$ cat src/longest_common_substring_search_top_defines.svh
// assertion macros shared by the search block
`ifndef LONGEST_COMMON_SUBSTRING_SEARCH_TOP_DEFINES_SVH
`define LONGEST_COMMON_SUBSTRING_SEARCH_TOP_DEFINES_SVH

`ifndef NO_ASSERTIONS

`define LCSS_ASSERT(lbl, prop, msg) \
  lbl: assert property (@(posedge clk_i) disable iff (!rst_ni) prop) else $error(msg);

`define LCSS_ASSERT_IMP(lbl, ante, cons, msg) \
  lbl: assert property (@(posedge clk_i) disable iff (!rst_ni) (ante) |-> (cons)) \
    else $error(msg);

`define LCSS_ASSERT_NEXT(lbl, ante, cons, msg) \
  lbl: assert property (@(posedge clk_i) disable iff (!rst_ni) (ante) |=> (cons)) \
    else $error(msg);

`else

`define LCSS_ASSERT(lbl, prop, msg)
`define LCSS_ASSERT_IMP(lbl, ante, cons, msg)
`define LCSS_ASSERT_NEXT(lbl, ante, cons, msg)

`endif

`endif

$ cat src/lcss_pkg.sv
`default_nettype none

package lcss_pkg;

  typedef enum logic [1:0] {
    CMD_CLEAR  = 2'd0,
    CMD_APPEND = 2'd1,
    CMD_TEXT   = 2'd2
  } lcss_cmd_e;

  localparam int unsigned PosW  = 32;
  localparam int unsigned ByteW = 8;
  localparam int unsigned LenW  = 7;

  // per-cycle control broadcast to every cell
  typedef struct packed {
    logic clear;
    logic append;
    logic text;
    logic last;
  } lcss_ctrl_t;

endpackage

`default_nettype wire

$ cat src/lcss_cell.sv
`default_nettype none

module lcss_cell #(
  parameter int unsigned RunW = 7
) (
  input  logic                        clk_i,
  input  logic                        rst_ni,
  input  lcss_pkg::lcss_ctrl_t        ctrl_i,
  input  logic [lcss_pkg::ByteW-1:0]  data_byte_i,
  input  logic [lcss_pkg::PosW-1:0]   text_pos_i,
  input  logic                        left_valid_i,
  input  logic [RunW-1:0]             left_run_i,
  input  logic [RunW-1:0]             left_len_i,
  input  logic [lcss_pkg::PosW-1:0]   left_pos_i,
  output logic                        valid_o,
  output logic [RunW-1:0]             run_o,
  output logic [RunW-1:0]             len_o,
  output logic [lcss_pkg::PosW-1:0]   pos_o
);
  import lcss_pkg::*;

  logic             valid_q, valid_d;
  logic [ByteW-1:0] pat_q;
  logic             load;
  logic             match;
  logic [RunW-1:0]  run_q, run_d, run_new;
  logic [RunW-1:0]  len_q, len_d;
  logic [PosW-1:0]  pos_q, pos_d;
  logic             take_cand;

  assign load    = ctrl_i.append && !valid_q && left_valid_i;
  assign match   = ctrl_i.text && valid_q && (pat_q == data_byte_i);
  assign run_new = match ? RunW'(left_run_i + 1'b1) : '0;

  // earliest position wins on equal length
  assign take_cand = (run_new > left_len_i) ||
                     ((run_new == left_len_i) && (run_new != '0) && (text_pos_i < left_pos_i));

  always_comb begin
    valid_d = valid_q;
    run_d   = run_q;
    len_d   = take_cand ? run_new : left_len_i;
    pos_d   = take_cand ? text_pos_i : left_pos_i;
    if (ctrl_i.clear) begin
      valid_d = 1'b0;
      run_d   = '0;
      len_d   = '0;
      pos_d   = '0;
    end else begin
      if (load) begin
        valid_d = 1'b1;
        run_d   = '0;
      end
      if (ctrl_i.text) begin
        run_d = ctrl_i.last ? '0 : run_new;
      end
    end
  end

  always_ff @(posedge clk_i or negedge rst_ni) begin
    if (!rst_ni) begin
      valid_q <= 1'b0;
      run_q   <= '0;
      len_q   <= '0;
      pos_q   <= '0;
    end else begin
      valid_q <= valid_d;
      run_q   <= run_d;
      len_q   <= len_d;
      pos_q   <= pos_d;
    end
  end

  always_ff @(posedge clk_i) begin
    if (load) begin
      pat_q <= data_byte_i;
    end
  end

  assign valid_o = valid_q;
  assign run_o   = run_q;
  assign len_o   = len_q;
  assign pos_o   = pos_q;

endmodule

`default_nettype wire

$ cat config.mk
export PLATFORM = sky130hd
export DESIGN_NAME = lcss_cell
export DESIGN_NICKNAME = d
export VERILOG_FILES = /design/src/longest_common_substring_search_top_defines.svh /design/src/lcss_pkg.sv /design/src/lcss_cell.sv
export SDC_FILE = /design/constraint.sdc
export NUM_CORES = 1
export LEC_CHECK = 0
export ABC_AREA = 1
export BUFFER_PORTS_ARGS = -buffer_cell sky130_fd_sc_hd__buf_2
export CORE_AREA = 2 2 109 111
export DETAILED_ROUTE_END_ITERATION = 10
export DIE_AREA = 0 0 111 113
export PLACE_DENSITY = 0.58
export SYNTH_ARGS = -nofsm -noshare
export SYNTH_HDL_FRONTEND = slang
export SYNTH_SLANG_ARGS = --single-unit
$ cat constraint.sdc
create_clock -name clk_i -period 2.38 [get_ports clk_i]
set_input_delay 0.714 -clock clk_i [delete_from_list [all_inputs] [get_ports clk_i]]
set_output_delay 0.714 -clock clk_i [all_outputs]
set_load 0.005 [all_outputs]
# After elaboration in Yosys (flattened, before gate mapping)
# Index checks and enable logic that the tools add are counted.
# W data, S select, Z words.
# totals
reg_bits,55
inputBits,93
output_inout_bits,47
elab_cells,32
# op_classes
n_addsub,1
magnitude_cmp,2
eq_ne,2
n_mux,11
reduce_logical,11
# op_table
operator,count
$mux W32,2
$mux W7,7
$lt A32 B32 Y1,1
$eq A8 B8 Y1,1
$add A7 B1 Y7 const B,1
$eq A7 B7 Y1,1
$gt A7 B7 Y1,1
$reduce_bool A7 Y1,1
$logic_and A1 B1 Y1,6
$reduce_bool A3 Y1,1
$mux W1,2
$reduce_bool A2 Y1,1
$logic_not A1 Y1,1
$logic_or A1 B1 Y1,1

# Depth between registers and ports, before layout
# depth
ltp_word,9
depth_mapped,20
mapped_depth_nobuf,19

# Least setup slack after synthesis
# OpenSTA, ideal clock, no wires.
# synth_path
path_kind,input to register
start,input left_run_i[0]
end,"register len_q[0], in the netlist len_o[0]"
setup_time_ps,117
arrival_ps,2810
required_ps,2263
setup_slack_ps,-547
cell_stages,18
path_buffers,2
path_cell_list,ha_1 > inv_1 > nor2_1 > or2_2 > nand2_1 > nor2_1 > ha_1 > inv_1 > nor2_1 > nand2_1 > nor2_1 > nand2_1 > nor3_2 > nand3_2 > buf_6 > buf_6 > a21oi_2 > nor2_1
# synth_between
elab_chain_cells,8
elab_cells_between_ends,10
cone_classes,1 x add/sub; 1 x order compare; 1 x eq/ne; 3 x mux; 4 x reduce/logical
# synth_rtl
element,line_no,rtl
start: declaration,lcss_cell.sv:12,"input logic [RunW-1:0] left_run_i,"
$add A7 B1 Y7 (*),lcss_cell.sv:33,assign run_new = match ? RunW'(left_run_i + 1'b1) : '0;
$mux W7 (*),lcss_cell.sv:33,
"parallel branches: the longest is 4 deep, another holds $gt A7 B7 Y1",-,
$mux W7 (*),lcss_cell.sv:42,len_d = take_cand ? run_new : left_len_i;
$mux W7 (*),lcss_cell.sv:44,if (ctrl_i.clear) begin
net len_d[0],lcss_cell.sv:27,"logic [RunW-1:0] len_q, len_d;"
end signal: assignment,lcss_cell.sv:69,len_q <= len_d;
end: declaration,lcss_cell.sv:27,
# Mark *: on every way through the listed nets, which the timed path passes.
# A chain may end at the register's enable or synchronous reset.

# Worst setup path after layout
# layout_path
start,input data_byte_i[4] in the netlist's numbering
end,"register pos_q[16], in the netlist pos_o[16]"
# layout_between
elab_chain_cells,9
elab_cells_between_ends,11
cone_classes,1 x order compare; 2 x eq/ne; 3 x mux; 5 x reduce/logical
# layout_rtl
element,line_no,rtl
start: declaration,lcss_cell.sv:9,"input logic [lcss_pkg::ByteW-1:0] data_byte_i,"
$eq A8 B8 Y1 (*),lcss_cell.sv:32,assign match = ctrl_i.text && valid_q && (pat_q == data_byte_i);
$logic_and A1 B1 Y1 (*),lcss_cell.sv:32,
$mux W7 (*),lcss_cell.sv:33,
"parallel branches: the longest is 3 deep, another holds $gt A7 B7 Y1",-,
$logic_or A1 B1 Y1 (*),lcss_cell.sv:36,assign take_cand = (run_new > left_len_i) ||
$mux W32 (*),lcss_cell.sv:43,pos_d = take_cand ? text_pos_i : left_pos_i;
$mux W32 (*),lcss_cell.sv:44,
net pos_d[16],lcss_cell.sv:28,"logic [PosW-1:0] pos_q, pos_d;"
end signal: assignment,lcss_cell.sv:70,pos_q <= pos_d;
end: declaration,lcss_cell.sv:28,
# Marked as above.

==> flow_metrics.env <==
export IMPL_post_route_period_util_pct=119
export IMPL_finalWorstSetupSlack_ps=-443
export IMPL_final_cell_mix="buf_2 (131), nand2_1 (100), inv_1 (70), buf_4 (61), nor2_1 (51)"
export IMPL_fmax_mhz=354
export IMPL_p_leak_nw=3.63
export IMPL_vdd_drop_max_mv=0.369
export IMPL_ctsHoldBuffers=0
export IMPL_viasPerCell=4.84
export IMPL_dpl_cell_count=843
export IMPL_arrival_ps=3020
export IMPL_crit_required_ps=2580
export IMPL_fillers=1021
export IMPL_slowest_stage="ha_4"
export IMPL_synth_seq_cells=55
export IMPL_drtIter0Drc=155
export IMPL_ys_async_sr_fraction_pct=85.5
export IMPL_die_h_um=113
export IMPL_grt_usage_pct=18.5
export IMPL_core_rowCount=39
export IMPL_hold_worst_slack_ps=413
export IMPL_syn_to_final_growth_pct=65.0
export IMPL_synth_edf_count=8
export IMPL_grt_max_degree=41
export IMPL_dp_slack_ps=-759
export IMPL_critPathMaxStageDelay_ps=270
export IMPL_layout_commonest_cell="buf_2"
export IMPL_path_max_fanout=8
export IMPL_setup_violations_final=39
export IMPL_die_w_um=111
export IMPL_cts_tree="built"
export IMPL_coreArea_sq_um=11300
export IMPL_diodes=0
export IMPL_grt_pass1_vias=4116
export IMPL_clk_path_buf_depth=2
export IMPL_drc_errors=0
export IMPL_place_congestion=0.780
export IMPL_slew_viol_final=0
export IMPL_wirelength_um=13200
export IMPL_initial_core_util_pct=34.5
export IMPL_port_buffer_count=139
export IMPL_cts_buffers=5
export IMPL_hold_violations=0
export IMPL_synthFlopType="dfrtp_1"
export IMPL_drt_wirelength_per_cell_um=15.0
export IMPL_root_buffer="clkbuf_16"
export IMPL_status="finished with violations"
export IMPL_worstPathCellList="buf_6 -> nor2_4 -> nor2_4 -> nor2_4 -> nand3_2 -> nor2_4 -> inv_4 -> nor2_4 -> inv_2 -> ha_4 -> inv_2 -> nor2_2 -> nand2_1 -> nor3_2 -> nand3_4 -> buf_12 -> clkbuf_16 -> a21oi_4 -> nor2_1"
export IMPL_violations="setup timing"
export IMPL_synthCells=525
export IMPL_htreeDepth=2
export IMPL_clock_skew_ps=4.53
export IMPL_firstDrtPassIters=4
export IMPL_slew_headroom_pct=53.8
export IMPL_fin_nets=867
export IMPL_rsz0062_at_grt="true"
export IMPL_power_density_nw_per_um2=382
export IMPL_drive_above_1_share_pct=48.8
export IMPL_grt_first_pass_wirelength_um=18900
export IMPL_clock_latency_ps=310
export IMPL_maxCapViolCount=0
export IMPL_ys_types=33
export IMPL_instances_no_fill=880
export IMPL_syn_num_nets=656
export IMPL_min_period_ps=2820
export IMPL_hold_path_class="input port to asynchronous set/reset pin"
export IMPL_fin_setup_tns_ps=-15420
export IMPL_antenna_found_initial=0
export IMPL_postSynthAreaPerCell_sq_um=7.41
export IMPL_ys_warn_count=0
export IMPL_vias=4261
export IMPL_synth_area_sq_um=3890
export IMPL_gr_total_overflow=0
export IMPL_die_area_sq_um=12500
export IMPL_ant_nets=0
export IMPL_yosysSeqAreaShare_pct=36.4
export IMPL_clk_pin_slew_ps=70
export IMPL_cp_start_kind="input port"
export IMPL_critPathTopFamily="simple AND/OR/NAND/NOR gates"
export IMPL_cts_sinks=55
export IMPL_finalPower_mw=2.45
export IMPL_crit_top_cell="nor2_4"
export IMPL_cp_end_kind="register"
export IMPL_cp_num_buf_inv=6
export IMPL_crit_type="input port to register"
export IMPL_tightest_slew_ps=688
export IMPL_hpwl_um=8420
export IMPL_pin_count=140
==> metal layers <==
metal  track usage (%)  share of wire [%]
met3              5.52                6.0
met5                 0                  0
met1              21.9                 40
met4              4.33                1.5
met2              33.2                 52
==> layout make-up <==
cell class / count / area [sq um] / share of cell area (%)
clock buffer: 5 / 125 / 1.95
clock inverter: 3 / 38.8 / 0.604
inverter: 83 / 319 / 4.97
multi-input combinational: 367 / 2590 / 40.4
sequential: 55 / 1420 / 22.1
tap: 143 / 179 / 2.79
timing repair buffer: 224 / 1750 / 27.2
==> registers in the layout (all words and copies together) (netlist names) <==
register,flops
run_o,7
valid_o,1
pos_o,32
pat_q,8
len_o,7
==> power by group <==
part	switching [mW]	leakage (nW)	total, mW	internal [mW]
sequential	0.0161	0.688	1.01	0.996
combinational	0.298	2.86	0.574	0.276
clock	0.371	0.0812	0.864	0.493
total	0.685	3.63	2.45	1.77
==> Yosys cell counts, drive strengths merged, types with 3 or more instances <==
library cell,instances,area share [%]
nand3b,3,0.68
a32o,3,0.77
inv,82,7.9
a21oi,56,9.1
buf,10,2.1
o21ai,12,1.5
nand3,52,6.9
ha,38,12
nor2,68,6.8
nand2,119,12
nor3,4,0.64
clkbuf,10,0.96
edfxtp,8,6.2
dfrtp,47,30
==> logic make-up (layout without fill, tap and decap cells) <==
logic type,after synthesis,count (layout),synth area share [%]
compound gates,77,77,12.6
simple gates,250,250,27.3
flops,55,55,36.4
fa+ha+maj,38,38,12.2
xor+xnor,2,2,0.450
buf+inv,103,315,11.1
==> per-stage QoR <==
| stage | util (%) | cell area, sq um |
|---|---|---|
| 6_report | 56.9 | 6420 |
| 5_1_grt | 56.9 | 6420 |
| 4_1_cts | 50.0 | 5630 |
| 3_5_place_dp | 46.3 | 5220 |
| 3_3_place_gp | 46.3 | 5220 |
| 2_1_floorplan | - | 3980 |
==> worst paths after layout <==
check	depth (start not counted)	endpoint	slack (ps)	from
setup / recovery	19	pos_o[16]$_DFF_PN0_	-440	data_byte_i[4]
hold / removal	1	pos_o[10]$_DFF_PN0_	410	rst_ni
setup reg to reg	18	pos_o[16]$_DFF_PN0_	-430	pat_q[4]$_DFFE_PP_
hold reg to reg	1	run_o[6]$_DFFE_PN0P_	500	run_o[6]$_DFFE_PN0P_
max in group asynchronous	2	pos_o[16]$_DFF_PN0_	1400	rst_ni
min in group clk_i	1	run_o[6]$_DFFE_PN0P_	500	run_o[6]$_DFFE_PN0P_
==> timing repair <==
item | CTS | global route
setup endpoints to repair | 39 | 39
resized for setup | 18 | 115
gates cloned | 4 | 12
pin swaps | 5 | 78
setup buffers | 10 | 3
(Power assumes the default switching activity.)
